==> config.mk <==
export PLATFORM = sky130hd
export DESIGN_NAME = cartridge_bank_mapper_serial_load_core
export DESIGN_NICKNAME = d
export VERILOG_FILES = /design/src/rtl/core/cbm_pkg.sv /design/src/rtl/core/cbm_xlate.sv /design/src/rtl/core/cartridge_bank_mapper_serial_load_core.sv
export SDC_FILE = /design/constraint.sdc
export NUM_CORES = 1
export LEC_CHECK = 0
export BUFFER_PORTS_ARGS = -buffer_cell sky130_fd_sc_hd__buf_2
export CAP_MARGIN = 0
export CORE_MARGIN = 1.5
export CORE_UTILIZATION = 50
export CTS_CLUSTER_SIZE = 10
export DETAILED_ROUTE_END_ITERATION = 10
export GPL_TIMING_DRIVEN = 0
export PLACE_DENSITY = 0.72
export SLEW_MARGIN = 20
export SYNTH_ARGS = -nofsm -noshare
export SYNTH_HDL_FRONTEND = slang
export SYNTH_SLANG_ARGS = --single-unit
==> constraint.sdc <==
create_clock -name aclk -period 3.44 [get_ports aclk]
set_input_delay 0.172 -clock aclk [delete_from_list [all_inputs] [get_ports aclk]]
set_output_delay 0.172 -clock aclk [all_outputs]
set_load 0.01 [all_outputs]
==> src/rtl/core/cbm_pkg.sv <==
// Shared types, constants and helpers for the serial-load bank mapper core.
// No dependencies; used by cbm_xlate and cartridge_bank_mapper_serial_load_core.
package cbm_pkg;

    localparam int MAX_PRG_BANKS = 32;

    localparam int OP_W     = 2;
    localparam int ADDR_W   = 16;
    localparam int VALUE_W  = 8;
    localparam int CYCLE_W  = 32;
    localparam int OFFSET_W = 19;
    localparam int MIRROR_W = 2;
    localparam int SEL_W    = 5;
    localparam int PMODE_W  = 2;
    localparam int SHIFT_W  = 6;

    localparam int PRG_CNT_W = 6;
    localparam int CHR_CNT_W = 5;
    localparam int CFG_IDX_W = 2;
    localparam int CFG_DAT_W = 6;

    localparam int S_TDATA_W = 64;  // 58 payload bits padded to bytes
    localparam int M_TDATA_W = 24;  // 22 payload bits padded to bytes

    localparam logic [SHIFT_W-1:0]   SHIFT_INIT   = 6'b100000;
    localparam logic [PMODE_W-1:0]   PMODE_FIX_HI = 2'd3;
    localparam logic [PMODE_W-1:0]   PMODE_SWAP   = 2'd2;
    localparam logic [PRG_CNT_W-1:0] PRG_CNT_RST  = 6'd2;
    localparam logic [CHR_CNT_W-1:0] CHR_CNT_RST  = 5'd1;

    typedef enum logic [OP_W-1:0] {
        OP_PRG_READ  = 2'd0,
        OP_CHR_READ  = 2'd1,
        OP_REG_WRITE = 2'd2,
        OP_NONE      = 2'd3
    } op_t;

    // Target register of a serial load, address bits 15..13
    typedef enum logic [2:0] {
        TGT_CONTROL = 3'b100,
        TGT_CHR0    = 3'b101,
        TGT_CHR1    = 3'b110,
        TGT_PRG     = 3'b111
    } tgt_t;

    typedef enum logic [CFG_IDX_W-1:0] {
        CFG_PRG_COUNT = 2'd0,
        CFG_CHR_COUNT = 2'd1,
        CFG_CHR_RAM   = 2'd2
    } cfg_idx_t;

    typedef struct packed {
        logic [PRG_CNT_W-1:0] prg_count;
        logic [CHR_CNT_W-1:0] chr_count;
        logic                 chr_is_ram;
    } cfg_t;

    typedef struct packed {
        logic [SEL_W-1:0]    prg_sel;
        logic [SEL_W-1:0]    chr_lo;
        logic [SEL_W-1:0]    chr_hi;
        logic                char_4k;
        logic [PMODE_W-1:0]  prog_mode;
        logic [MIRROR_W-1:0] mirror;
        logic                never_banked;
    } bank_state_t;

    // Program bank count clamped to 1..MAX_PRG_BANKS
    function automatic logic [PRG_CNT_W-1:0] prg_count_clamp(input logic [PRG_CNT_W-1:0] c);
        logic [PRG_CNT_W-1:0] r;
        r = c;
        if (c == '0) begin
            r = PRG_CNT_W'(1);
        end else if (c > PRG_CNT_W'(MAX_PRG_BANKS)) begin
            r = PRG_CNT_W'(MAX_PRG_BANKS);
        end
        return r;
    endfunction

    // Next power of two of n, minus one; zero for n == 0
    function automatic logic [6:0] pow2_mask(input logic [6:0] n);
        logic [6:0] m;
        m = n - 7'd1;
        m = m | (m >> 1);
        m = m | (m >> 2);
        m = m | (m >> 4);
        if (n == '0) begin
            m = '0;
        end
        return m;
    endfunction

endpackage

==> src/rtl/core/cbm_xlate.sv <==
// Read address translation: program and character windows to ROM offsets.
// Depends on cbm_pkg.
module cbm_xlate (
    input  logic [cbm_pkg::OP_W-1:0]     op,
    input  logic [cbm_pkg::ADDR_W-1:0]   address,
    input  cbm_pkg::bank_state_t         bank,
    input  cbm_pkg::cfg_t                cfg,
    output logic [cbm_pkg::OFFSET_W-1:0] rom_offset
);

    logic [cbm_pkg::PRG_CNT_W-1:0] count;
    logic [cbm_pkg::SEL_W-1:0]     last_bank;
    logic                          prg_upper;
    logic                          chr_upper;
    logic [cbm_pkg::SEL_W-1:0]     prg_bank;
    logic [cbm_pkg::SEL_W-1:0]     chr_bank;
    logic [cbm_pkg::OFFSET_W-1:0]  prg_off;
    logic [cbm_pkg::OFFSET_W-1:0]  chr_off;

    assign count     = cbm_pkg::prg_count_clamp(cfg.prg_count);
    assign last_bank = cbm_pkg::SEL_W'(count - cbm_pkg::PRG_CNT_W'(1));
    assign prg_upper = address[15] & address[14];   // >= 0xC000
    assign chr_upper = address[15:12] != 4'd0;      // >= 0x1000

    always_comb begin
        if (bank.never_banked) begin
            prg_bank = prg_upper ? last_bank : '0;
        end else if (bank.prog_mode < cbm_pkg::PMODE_SWAP) begin
            prg_bank = {bank.prg_sel[4:1], prg_upper};
        end else if (bank.prog_mode == cbm_pkg::PMODE_SWAP) begin
            prg_bank = prg_upper ? bank.prg_sel : {bank.prg_sel[4], 4'd0};
        end else if (!prg_upper) begin
            prg_bank = bank.prg_sel;
        end else if (count > cbm_pkg::PRG_CNT_W'(16)) begin
            prg_bank = {bank.prg_sel[4], 4'hF};
        end else begin
            prg_bank = last_bank;
        end
    end

    always_comb begin
        if (bank.char_4k) begin
            chr_bank = chr_upper ? bank.chr_hi : bank.chr_lo;
        end else begin
            chr_bank = {bank.chr_lo[4:1], chr_upper};
        end
    end

    assign prg_off = {prg_bank, address[13:0]};

    always_comb begin
        if (cfg.chr_is_ram) begin
            chr_off = cbm_pkg::OFFSET_W'(address[12:0]);
        end else begin
            chr_off = cbm_pkg::OFFSET_W'({chr_bank, address[11:0]});
        end
    end

    always_comb begin
        case (cbm_pkg::op_t'(op))
            cbm_pkg::OP_PRG_READ: rom_offset = prg_off;
            cbm_pkg::OP_CHR_READ: rom_offset = chr_off;
            default:              rom_offset = '0;
        endcase
    end

endmodule

==> src/rtl/core/cartridge_bank_mapper_serial_load_core.sv <==
// Top level of the serial-load cartridge bank mapper core.
// Depends on cbm_pkg and cbm_xlate.
//
// One word in, one word out, at up to one word per clock. An accepted word
// lands in an input register; once the result register is free or being
// drained, a single pass of logic applies it to the mapper state (shift
// register, bank and mode registers) and loads the result register, so
// m_tvalid follows the input and result registers (two register stages) and
// the sustained rate is one word per cycle while m_tready is high. The input
// register keeps taking words while a result waits on m_tready; only when
// both registers are full does s_tready drop. Reads (operation 0 program,
// 1 character) return the translated ROM byte offset; writes (operation 2)
// feed the five-write serial loader, and register_committed flags the fifth
// write. Mirroring in every result is the mode after that word took effect.
// Configuration writes on cfg_* take effect at once and are meant for idle
// periods.
module cartridge_bank_mapper_serial_load_core (
    input  logic                           aclk,
    input  logic                           aresetn,

    input  logic                           s_tvalid,
    output logic                           s_tready,
    // operation[1:0], address[17:2], value[25:18], write_cyc[57:26], zero pad
    input  logic [cbm_pkg::S_TDATA_W-1:0]  s_tdata,

    output logic                           m_tvalid,
    input  logic                           m_tready,
    // rom_offset[18:0], mirroring[20:19], register_committed[21], zero pad
    output logic [cbm_pkg::M_TDATA_W-1:0]  m_tdata,

    input  logic                           cfg_wr_en,
    input  logic [cbm_pkg::CFG_IDX_W-1:0]  cfg_index,
    input  logic [cbm_pkg::CFG_DAT_W-1:0]  cfg_wdata
);

    // configuration
    cbm_pkg::cfg_t cfg_reg;

    // input stage
    logic                          in_valid_reg;
    logic [cbm_pkg::OP_W-1:0]      in_op_reg;
    logic [cbm_pkg::ADDR_W-1:0]    in_addr_reg;
    logic [cbm_pkg::VALUE_W-1:0]   in_value_reg;
    logic [cbm_pkg::CYCLE_W-1:0]   in_cycle_reg;

    // mapper state
    cbm_pkg::bank_state_t          bank_reg, bank_next;
    logic [cbm_pkg::SHIFT_W-1:0]   shift_reg, shift_next;
    logic [cbm_pkg::CYCLE_W-1:0]   last_cycle_reg;
    logic                          last_cycle_vld_reg;

    // result stage
    logic                          out_valid_reg;
    logic [cbm_pkg::OFFSET_W-1:0]  out_offset_reg;
    logic [cbm_pkg::MIRROR_W-1:0]  out_mirror_reg;
    logic                          out_commit_reg;

    logic                          adv;
    logic                          is_write;
    logic                          dup_write;
    logic                          commit_c;
    logic [cbm_pkg::SHIFT_W-1:0]   shifted;
    logic [cbm_pkg::SEL_W-1:0]     load_data;
    logic [6:0]                    prg_msk_full;
    logic [6:0]                    chr_msk_full;
    logic [cbm_pkg::SEL_W-1:0]     prg_msk;
    logic [cbm_pkg::SEL_W-1:0]     chr_msk;
    logic [cbm_pkg::OFFSET_W-1:0]  offset_c;

    // ---------------- handshake ----------------
    assign adv      = in_valid_reg & (~out_valid_reg | m_tready);
    assign s_tready = ~in_valid_reg | adv;
    assign m_tvalid = out_valid_reg;
    assign m_tdata  = cbm_pkg::M_TDATA_W'({out_commit_reg, out_mirror_reg, out_offset_reg});

    // ---------------- configuration ----------------
    always_ff @(posedge aclk) begin
        if (!aresetn) begin
            cfg_reg.prg_count  <= cbm_pkg::PRG_CNT_RST;
            cfg_reg.chr_count  <= cbm_pkg::CHR_CNT_RST;
            cfg_reg.chr_is_ram <= 1'b0;
        end else if (cfg_wr_en) begin
            case (cbm_pkg::cfg_idx_t'(cfg_index))
                cbm_pkg::CFG_PRG_COUNT: cfg_reg.prg_count  <= cfg_wdata;
                cbm_pkg::CFG_CHR_COUNT: cfg_reg.chr_count  <= cfg_wdata[cbm_pkg::CHR_CNT_W-1:0];
                cbm_pkg::CFG_CHR_RAM:   cfg_reg.chr_is_ram <= cfg_wdata[0];
                default: ;  // unmapped index, ignored
            endcase
        end
    end

    // ---------------- input register ----------------
    always_ff @(posedge aclk) begin
        if (!aresetn) begin
            in_valid_reg <= 1'b0;
        end else if (s_tready) begin
            in_valid_reg <= s_tvalid;
        end
    end

    always_ff @(posedge aclk) begin
        if (s_tvalid && s_tready) begin
            in_op_reg    <= s_tdata[1:0];
            in_addr_reg  <= s_tdata[17:2];
            in_value_reg <= s_tdata[25:18];
            in_cycle_reg <= s_tdata[57:26];
        end
    end

    // ---------------- read translation ----------------
    cbm_xlate u_xlate (
        .op         (in_op_reg),
        .address    (in_addr_reg),
        .bank       (bank_reg),
        .cfg        (cfg_reg),
        .rom_offset (offset_c)
    );

    // ---------------- serial loader ----------------
    // bank selects are masked to the next power of two of the banks present
    assign prg_msk_full = cbm_pkg::pow2_mask(7'(cbm_pkg::prg_count_clamp(cfg_reg.prg_count)));
    assign chr_msk_full = cbm_pkg::pow2_mask({1'b0, cfg_reg.chr_count, 1'b0});
    assign prg_msk      = prg_msk_full[cbm_pkg::SEL_W-1:0];
    assign chr_msk      = chr_msk_full[cbm_pkg::SEL_W-1:0];

    assign is_write   = cbm_pkg::op_t'(in_op_reg) == cbm_pkg::OP_REG_WRITE;
    assign dup_write  = last_cycle_vld_reg && (in_cycle_reg == last_cycle_reg);
    assign shifted    = {in_value_reg[0], shift_reg[cbm_pkg::SHIFT_W-1:1]};
    assign load_data  = shifted[cbm_pkg::SHIFT_W-1:1];

    always_comb begin
        bank_next  = bank_reg;
        shift_next = shift_reg;
        commit_c   = 1'b0;
        if (is_write) begin
            if (in_value_reg[7]) begin
                // reset write: clear loader, fix last bank high
                shift_next            = cbm_pkg::SHIFT_INIT;
                bank_next.prog_mode   = cbm_pkg::PMODE_FIX_HI;
                bank_next.never_banked = 1'b0;
            end else if (!dup_write) begin
                if (!shifted[0]) begin
                    shift_next = shifted;
                end else begin
                    // marker reached bit 0: fifth bit in, commit
                    shift_next = cbm_pkg::SHIFT_INIT;
                    commit_c   = 1'b1;
                    case (cbm_pkg::tgt_t'(in_addr_reg[15:13]))
                        cbm_pkg::TGT_CONTROL: begin
                            bank_next.mirror       = load_data[1:0];
                            bank_next.prog_mode    = load_data[3:2];
                            bank_next.char_4k      = load_data[4];
                            bank_next.never_banked = 1'b0;
                        end
                        cbm_pkg::TGT_CHR0: begin
                            if (cfg_reg.chr_is_ram) begin
                                bank_next.prg_sel      = {load_data[4], bank_reg.prg_sel[3:0]}
                                                         & prg_msk;
                                bank_next.never_banked = 1'b0;
                            end else begin
                                bank_next.chr_lo = load_data & chr_msk;
                            end
                        end
                        cbm_pkg::TGT_CHR1: begin
                            // dropped while in 8 KB character mode
                            if (bank_reg.char_4k) begin
                                if (cfg_reg.chr_is_ram) begin
                                    bank_next.prg_sel      = {load_data[4],
                                                              bank_reg.prg_sel[3:0]} & prg_msk;
                                    bank_next.never_banked = 1'b0;
                                end else begin
                                    bank_next.chr_hi = load_data & chr_msk;
                                end
                            end
                        end
                        cbm_pkg::TGT_PRG: begin
                            bank_next.prg_sel      = {bank_reg.prg_sel[4], load_data[3:0]}
                                                     & prg_msk;
                            bank_next.never_banked = 1'b0;
                        end
                        default: ;  // below 0x8000: load discarded, still committed
                    endcase
                end
            end
        end
    end

    always_ff @(posedge aclk) begin
        if (!aresetn) begin
            shift_reg             <= cbm_pkg::SHIFT_INIT;
            bank_reg.prg_sel      <= '0;
            bank_reg.chr_lo       <= '0;
            bank_reg.chr_hi       <= '0;
            bank_reg.char_4k      <= 1'b0;
            bank_reg.prog_mode    <= cbm_pkg::PMODE_FIX_HI;
            bank_reg.mirror       <= '0;
            bank_reg.never_banked <= 1'b1;
            last_cycle_vld_reg    <= 1'b0;
            last_cycle_reg        <= '1;
        end else if (adv) begin
            shift_reg <= shift_next;
            bank_reg  <= bank_next;
            if (is_write) begin
                last_cycle_reg     <= in_cycle_reg;
                last_cycle_vld_reg <= 1'b1;
            end
        end
    end

    // ---------------- result register ----------------
    always_ff @(posedge aclk) begin
        if (!aresetn) begin
            out_valid_reg <= 1'b0;
        end else if (adv) begin
            out_valid_reg <= 1'b1;
        end else if (m_tready) begin
            out_valid_reg <= 1'b0;
        end
    end

    always_ff @(posedge aclk) begin
        if (adv) begin
            out_offset_reg <= offset_c;
            out_mirror_reg <= bank_next.mirror;
            out_commit_reg <= commit_c;
        end
    end

    // ---------------- assertions ----------------
    a_marker_present: assert property (@(posedge aclk) disable iff (!aresetn)
        shift_reg != '0)
        else $error("loader shift register lost its marker bit");

    a_commit_reloads: assert property (@(posedge aclk) disable iff (!aresetn)
        adv && commit_c |=> shift_reg == cbm_pkg::SHIFT_INIT)
        else $error("shift register not reloaded after a commit");

    a_commit_only_write: assert property (@(posedge aclk) disable iff (!aresetn)
        adv && !is_write |-> !commit_c && bank_next == bank_reg)
        else $error("read word changed mapper state");

    a_banked_sticky: assert property (@(posedge aclk) disable iff (!aresetn)
        !bank_reg.never_banked |=> !bank_reg.never_banked)
        else $error("never_banked set again after banking");

    a_no_drop: assert property (@(posedge aclk) disable iff (!aresetn)
        in_valid_reg && !adv |=> in_valid_reg && $stable(in_op_reg))
        else $error("pending input word lost");

endmodule
==> After elaboration in Yosys (flattened, before gate mapping) <==
Cells that the tools add are included.
{ "totals": {"word_cells": 120, "out_inout_bits": 26, "inputBits": 77, "register_bits": 154} }
{ "classes": {"bitwise_logic": 19, "n_eq_ne": 13, "reduce_logical": 26, "n_addsub": 3, "mux": 34, "n_lt_le_gt_ge": 3} }
{ "ops": {"columns": ["op", "n"], "rows": [
  ["two-way mux 5 bit", 14],
  ["one-hot mux 19 bit (2 select lines)", 1],
  ["equality test 32 bit", 1],
  ["two-way mux 6 bit", 5],
  ["two-way mux 17 bit", 1],
  ["bitwise AND 5 bit", 3],
  ["one-hot mux 5 bit (3 select lines)", 1],
  ["bitwise OR 7 x 5 -> 7 bit", 2],
  ["bitwise OR 7 x 6 -> 7 bit", 2],
  ["AND reduction 7 bit", 2],
  ["subtractor 6 x 1 -> 7 bit (second input constant)", 2],
  ["equality test 3 bit (second input constant)", 4],
  ["logical NOT 6 bit", 2],
  ["AND reduction 6 bit", 2],
  ["bitwise OR 5 x 3 -> 5 bit", 2],
  ["two-way mux 4 bit", 2],
  ["AND reduction 2 bit", 4],
  ["AND reduction 8 bit", 1],
  ["nonzero test 4 bit", 2],
  ["equality test 2 bit (second input constant)", 3],
  ["> comparator 6 x 5 -> 1 bit (second input constant)", 1],
  ["> comparator 6 bit (second input constant)", 1],
  ["two-way mux 1 bit", 6],
  ["NOT 1 bit", 6],
  ["19 further kinds", 28]
]} }

==> Longest topological paths before layout <==
{ "logic_depth": {"ltp_word": 12, "mapped_depth": 10, "depth_no_buf": 9} }

==> Hierarchy <==
From an unflattened synthesis, not the netlist that was laid out.
{ "hier_totals": {"cells_unflattened": 600, "area_unflattened_um2": 6465.0} }
{ "by_module_without_submodules": {"columns": ["mod", "n_inst", "cells_each", "seq_area_each_um2", "area_each_um2"], "rows": [
  ["cartridge_bank_mapper_serial_load_core", 1, 511, 3683.5, 5860.6],
  ["cbm_xlate", 1, 89, 0.0, 604.3]
]} }

==> Worst setup path before layout <==
OpenSTA, ideal clock, no wires.
{ "synth_path": {"path_kind": "register to register", "startpoint": "reg out_valid_reg, in the netlist m_tvalid", "endpoint": "reg shift_reg[2] in the netlist's numbering", "period_less_slack_ns": 2.659, "arrival_time_ns": 2.542, "required_ns": 3.323, "setup_slack_ns": 0.781, "n_path_buf": 1, "setup_time_ns": 0.117, "stages_incl_launch_ff": 7, "path_cell_list": "dfxtp_1 nor2b_1 nor2b_1 nor2b_1 clkbuf_1 o21ai_0 a32o_1"} }
{ "synth_between": {"elab_chain_len": 4} }
{ "synth_lines": {"columns": ["item", "line", "rtl"], "rows": [
  ["start: declaration", "cartridge_bank_mapper_serial_load_core.sv:53", "logic out_valid_reg;"],
  ["start signal: assignment", "cartridge_bank_mapper_serial_load_core.sv:213", "out_valid_reg <= 1'b0;"],
  ["start signal: assignment", "cartridge_bank_mapper_serial_load_core.sv:215", "out_valid_reg <= 1'b1;"],
  ["start signal: assignment", "cartridge_bank_mapper_serial_load_core.sv:217", "out_valid_reg <= 1'b0;"],
  ["NOT 1 bit", "cartridge_bank_mapper_serial_load_core.sv:71", "assign adv = in_valid_reg & (~out_valid_reg | m_tready);"],
  ["bitwise OR 1 bit", "cartridge_bank_mapper_serial_load_core.sv:71", null],
  ["bitwise AND 1 bit", "cartridge_bank_mapper_serial_load_core.sv:71", null],
  ["net adv", "cartridge_bank_mapper_serial_load_core.sv:58", "logic adv;"],
  ["AND reduction 3 bit (no source line)", null, null],
  ["end signal: assignment", "cartridge_bank_mapper_serial_load_core.sv:190", "shift_reg <= cbm_pkg::SHIFT_INIT;"],
  ["end signal: assignment", "cartridge_bank_mapper_serial_load_core.sv:201", "shift_reg <= shift_next;"],
  ["end: declaration", "cartridge_bank_mapper_serial_load_core.sv:48", "logic [cbm_pkg::SHIFT_W-1:0] shift_reg, shift_next;"]
]} }
The timed path passes the listed nets, and every way through them passes these cells.
A chain may end at the register's enable or synchronous reset.

==> Final worst setup path <==
{ "layout_path": {"startpoint": "reg cfg_reg[9] in the netlist's numbering", "endpoint": "reg bank_reg[20] in the netlist's numbering"} }
{ "layout_between": {"elab_chain_len": 12, "elab_cells_between_ends": 15, "classes_between": "add/sub: 1; order compare: 1; mux: 6; bitwise: 5; reduce/logical: 2"} }
{ "layout_lines": {"columns": ["item", "line", "rtl"], "rows": [
  ["start: declaration", "cartridge_bank_mapper_serial_load_core.sv:37", "cbm_pkg::cfg_t cfg_reg;"],
  ["> comparator 6 bit", "cbm_pkg.sv:74", "end else if (c > PRG_CNT_W'(MAX_PRG_BANKS)) begin"],
  ["two-way mux 6 bit", "cbm_pkg.sv:74", null],
  ["two-way mux 6 bit *", "cbm_pkg.sv:72", "if (c == '0) begin"],
  ["subtractor 6 x 1 -> 7 bit", "cbm_pkg.sv:83", "m = n - 7'd1;"],
  ["bitwise OR 7 x 6 -> 7 bit", "cbm_pkg.sv:84", "m = m | (m >> 1);"],
  ["bitwise OR 7 x 5 -> 7 bit", "cbm_pkg.sv:85", "m = m | (m >> 2);"],
  ["bitwise OR 5 x 3 -> 5 bit", "cbm_pkg.sv:86", "m = m | (m >> 4);"],
  ["two-way mux 5 bit *", "cbm_pkg.sv:87", "if (n == '0) begin"],
  ["bitwise AND 5 bit", "cartridge_bank_mapper_serial_load_core.sv:158, cartridge_bank_mapper_serial_load_core.sv:169", null],
  ["two-way mux 5 bit", "cartridge_bank_mapper_serial_load_core.sv:156, cartridge_bank_mapper_serial_load_core.sv:167", null],
  ["two-way mux 5 bit", "cartridge_bank_mapper_serial_load_core.sv:166", "if (bank_reg.char_4k) begin"],
  ["one-hot mux 5 bit (3 select lines) *", "cartridge_bank_mapper_serial_load_core.sv:148", "case (cbm_pkg::tgt_t'(in_addr_reg[15:13]))"],
  ["end signal: assignment", "cartridge_bank_mapper_serial_load_core.sv:202", "bank_reg <= bank_next;"],
  ["end: declaration", "cartridge_bank_mapper_serial_load_core.sv:47", "cbm_pkg::bank_state_t bank_reg, bank_next;"]
]} }
Mark *: on every way between the ends. The rest lies on a longest branch, timed or not. The select of a mux whose other input is x is not followed.

==> impl.org <==
** Final layout
- Antenna diode count :: 0
- The area growth from synthesis to layout is 29.05%.
- In the final layout, the share of cells above drive strength 1 is 0.1860.
- The final layout contains roughly 840 nets.
- Once layout is done, the placed cells without fillers occupy about 0.008 sq mm.

** Synth
- The synthesized design contains 74 enable-type register cells.
- Synthesized flop and latch total :: roughly 150
- Synth top area share :: 0.3493
- In the post-synthesis netlist, the biggest area contributors are sky130_fd_sc_hd__edfxtp_1 35%, sky130_fd_sc_hd__dfxtp_1 23%, sky130_fd_sc_hd__nand2_1 5.9%.
- Distinct cell type count after synthesis :: 62
- In this run the mean area of a mapped cell was around 11 sq um.
- Number of instances in the synthesized netlist :: about 590
- Most common cell in the netlist :: sky130_fd_sc_hd__nand2_1
- Commonest register cell after synthesis :: sky130_fd_sc_hd__edfxtp_1
- For this run, the register share of the synthesized area comes to 0.5791.
- Cell Area, Synth :: around 0.0064 sq mm
- Yosys Warn Count :: 0
- The commonest cells after synthesis are 100 x sky130_fd_sc_hd__nand2_1, 74 x sky130_fd_sc_hd__edfxtp_1, 73 x sky130_fd_sc_hd__dfxtp_1.
- Cell accounting for the most synthesized area :: sky130_fd_sc_hd__edfxtp_1
- Ys async rst share :: 0

** Critical path
- The critical path contains buffers and inverters numbering 0 combined.
- For this run, the slowest stage of the critical path takes slightly below 0.5 ns.
- Required time reported for the critical path endpoint :: 3.76 ns
- The setup path with the least slack is of type reg -> reg.
- STA classifies the critical path startpoint as a flop.
- Crit. End Element :: flop
- At the worst endpoint, the arrival time is 2.95 ns.
- The critical path goes through nor4_1 > o21bai_1 > ha_1 > or4b_1 > o21ai_1 > nor3_1 > o311a_1 > a31o_1.
- CP max-delay cell :: sky130_fd_sc_hd__or4b_1
- Cell family with most CP delay :: compound AO/OA/AOI/OAI gates
- Along the worst path, the maximum fanout reaches 6.

** Routing
- Initial DRT Pass Iterations :: 5
- First DRT Iteration DRCs :: 230
- Residual DRC :: 0
- Once detail routing completed, the nets flagged for antenna violations numbered 0.
- Summed over all layers, the routed wires come to about 14,000 um.
- After detailed routing, the number of vias per cell comes to just over 5.
- Post-DR wirelength/cell :: 15.08 um
- Total number of vias :: 4,889

** Worst hold path
- The worst hold path belongs to the class in -> reg.

** Global route
- Gr ovfl total :: 0
- Pin count of the biggest net entering global routing :: 35
- The via count of the first global-routing pass came to between 4,000 and 5,000.
- Initial antenna violation count :: 0
- Overall routing resource usage :: 0.2239
- Global-route wire length before repair :: between 20,000 and 25,000 um

** Die
- Die outline area :: roughly 0.013 sq mm
- Width of the die :: between 100 and 150 um
- Floorplan core area :: approximately 0.013 sq mm
- Starting density of the core :: 0.5082
- Standard-cell row count :: 41
- Top-level I/O count :: around 100
- Floorplan die height :: 115.8 um

** STA
- Final hold violation count :: 0
- Setup repair after global routing left no endpoint under its margin.
- Dividing the final minimum period by the clock period gives 0.7662.
- Headroom to the max-slew limit came out at 0.4148.
- Highest attainable clock frequency :: 379.4 MHz
- Final-report max-slew violation count :: 0
- Slew @ Worst Pin :: 0.8655 ns
- The routed design could run at a clock period as short as roughly 2.6 ns.
- On the final layout, the worst clock skew is about 0.0095 ns.
- Setup violations remaining at the end of the flow were counted as 0.

** Run
- Number of max-cap violations :: 0

** Power and ir drop
- Leak Pwr :: between 3 and 4 nW
- Power spread over the standard cell area amounts to between 500 and 600 mW/mm^2.
- Worst IR Drop VDD :: ~0.36 mV
- Sum of internal, switching and leakage power :: roughly 4.1 mW

** CTS
- The later pin in the worst-skew pair is clocked with a latency of between 0.4 and 0.5 ns.
- Buffers from clock root to sink, at most :: 2
- H-Tree Level Count :: 4
- Clock slew at the register clock pins of the worst setup and hold paths :: around 0.060 ns
- The cell sitting at the root of the clock tree is a sky130_fd_sc_hd__clkbuf_16.
- Buffers inserted during clock tree synthesis total 17.
- TritonCTS built the clock tree.
- Total setup buffers inserted after CTS :: 0
- Counting every sink on the clock net gives approximately 150.

** Outcome
- The flow ran to the end, and the final reports show no timing, DRC or antenna violations.

** Place
- Port buffering added 88 buffers.
- Cell area after placement :: about 0.0070 sq mm
- The wire-length estimate of the detail-placed layout is slightly below 10,000 um.
- Routability-driven placement finished with a final weighted congestion of 0.9205.
## worst reg2reg max path, cell delays in order, from the launching register on
cell	delay [ns]
sky130_fd_sc_hd__dfxtp_1	0.43
sky130_fd_sc_hd__nor4_1	0.08
sky130_fd_sc_hd__o21bai_1	0.29
sky130_fd_sc_hd__ha_1	0.30
sky130_fd_sc_hd__or4b_1	0.49
sky130_fd_sc_hd__o21ai_1	0.37
sky130_fd_sc_hd__nor3_1	0.09
sky130_fd_sc_hd__o311a_1	0.29
sky130_fd_sc_hd__a31o_1	0.19
## cells in the final DEF, fill, tap and decap left out, types with 6 or more instances in the layout
cell type                       count
sky130_fd_sc_hd__nor2_1            33
sky130_fd_sc_hd__xnor2_1           32
sky130_fd_sc_hd__clkbuf_1          23
sky130_fd_sc_hd__mux2i_1           31
sky130_fd_sc_hd__buf_2             88
sky130_fd_sc_hd__o21ai_0           15
sky130_fd_sc_hd__nor4_1             6
sky130_fd_sc_hd__nand3_1           38
sky130_fd_sc_hd__inv_1             13
sky130_fd_sc_hd__nor3_1            11
sky130_fd_sc_hd__nand2b_1           6
sky130_fd_sc_hd__nand2_1          100
sky130_fd_sc_hd__nor2b_1           15
sky130_fd_sc_hd__edfxtp_1          74
sky130_fd_sc_hd__nand4_1           12
sky130_fd_sc_hd__a21oi_1           15
sky130_fd_sc_hd__dlygate4sd3_1     56
sky130_fd_sc_hd__clkbuf_16         18
sky130_fd_sc_hd__dfxtp_1           73
## layer usage
| layer | vias to the layer above | global-route usage | routed length (um) |
|---|---|---|---|
| li1 | 2424 | - | - |
| met2 | 140 | 0.4067 | 7491 |
| met3 | 33 | 0.04969 | 646 |
| met1 | 2292 | 0.2497 | 5692 |
| met5 | - | 0 | 0 |
| met4 | 0 | 0.1033 | 362 |
## power by group
group	internal, mW	switching (mW)
Sequential	1.92	0.0434
Combinational	0.156	0.170
Clock	1.16	0.690
Total	3.24	0.904
## path summary, 6_finish.rpt
kind,slack [ns],endpoint,cells after the start,start
hold reg to reg,0.46,bank_reg[9],2,bank_reg[9]
setup / recovery,0.80,bank_reg[20],8,cfg_reg[9]
setup reg to reg,0.80,bank_reg[20],8,cfg_reg[9]
hold / removal,0.01,cfg_reg[3],3,cfg_wdata[2]
## logic make-up after synthesis
family                   share of synthesized area
AND/OR/NAND/NOR                             0.2115
flip-flops                                  0.5791
adder cells (fa/ha/maj)                   0.009835
other                                    0.0005895
multiplexers                               0.05232
XOR/XNOR                                   0.04957
buffers and inverters                      0.03128
AO/OA/AOI/OAI                              0.06590
## per-stage QoR
stage                 util  std cells   TNS, ns  setup WS, ns  hold WS [ns]
floorplan                -        592         0        0.7810        0.2709
global placement    0.5609        852  -0.05316      -0.01830        0.3479
detailed placement  0.5632        853         0        0.8660        0.3501
CTS                 0.6558        941         0        0.8425      0.003029
global route        0.6558        941         0        0.6888       0.04016
finish              0.6558        941         0        0.8042       0.01262
## what timing repair did
action                                  in CTS  in global routing
hold buffers                                56                  0
endpoints found under the hold margin       56                  0
endpoints found under the setup margin       0                  0
resized for setup                            0                  0
## cell type report
cell class | instances | area (sq um)
fill | 984 | 4308
sequential | 147 | 3684
multi-input combinational | 402 | 2491
timing repair buffer | 145 | 1021
clock buffer | 23 | 499.2
tap | 172 | 215.2
buffer | 30 | 150.1
clock inverter | 9 | 100.1
inverter | 13 | 48.80
No activity file was read; power rests on OpenSTA's default activity.
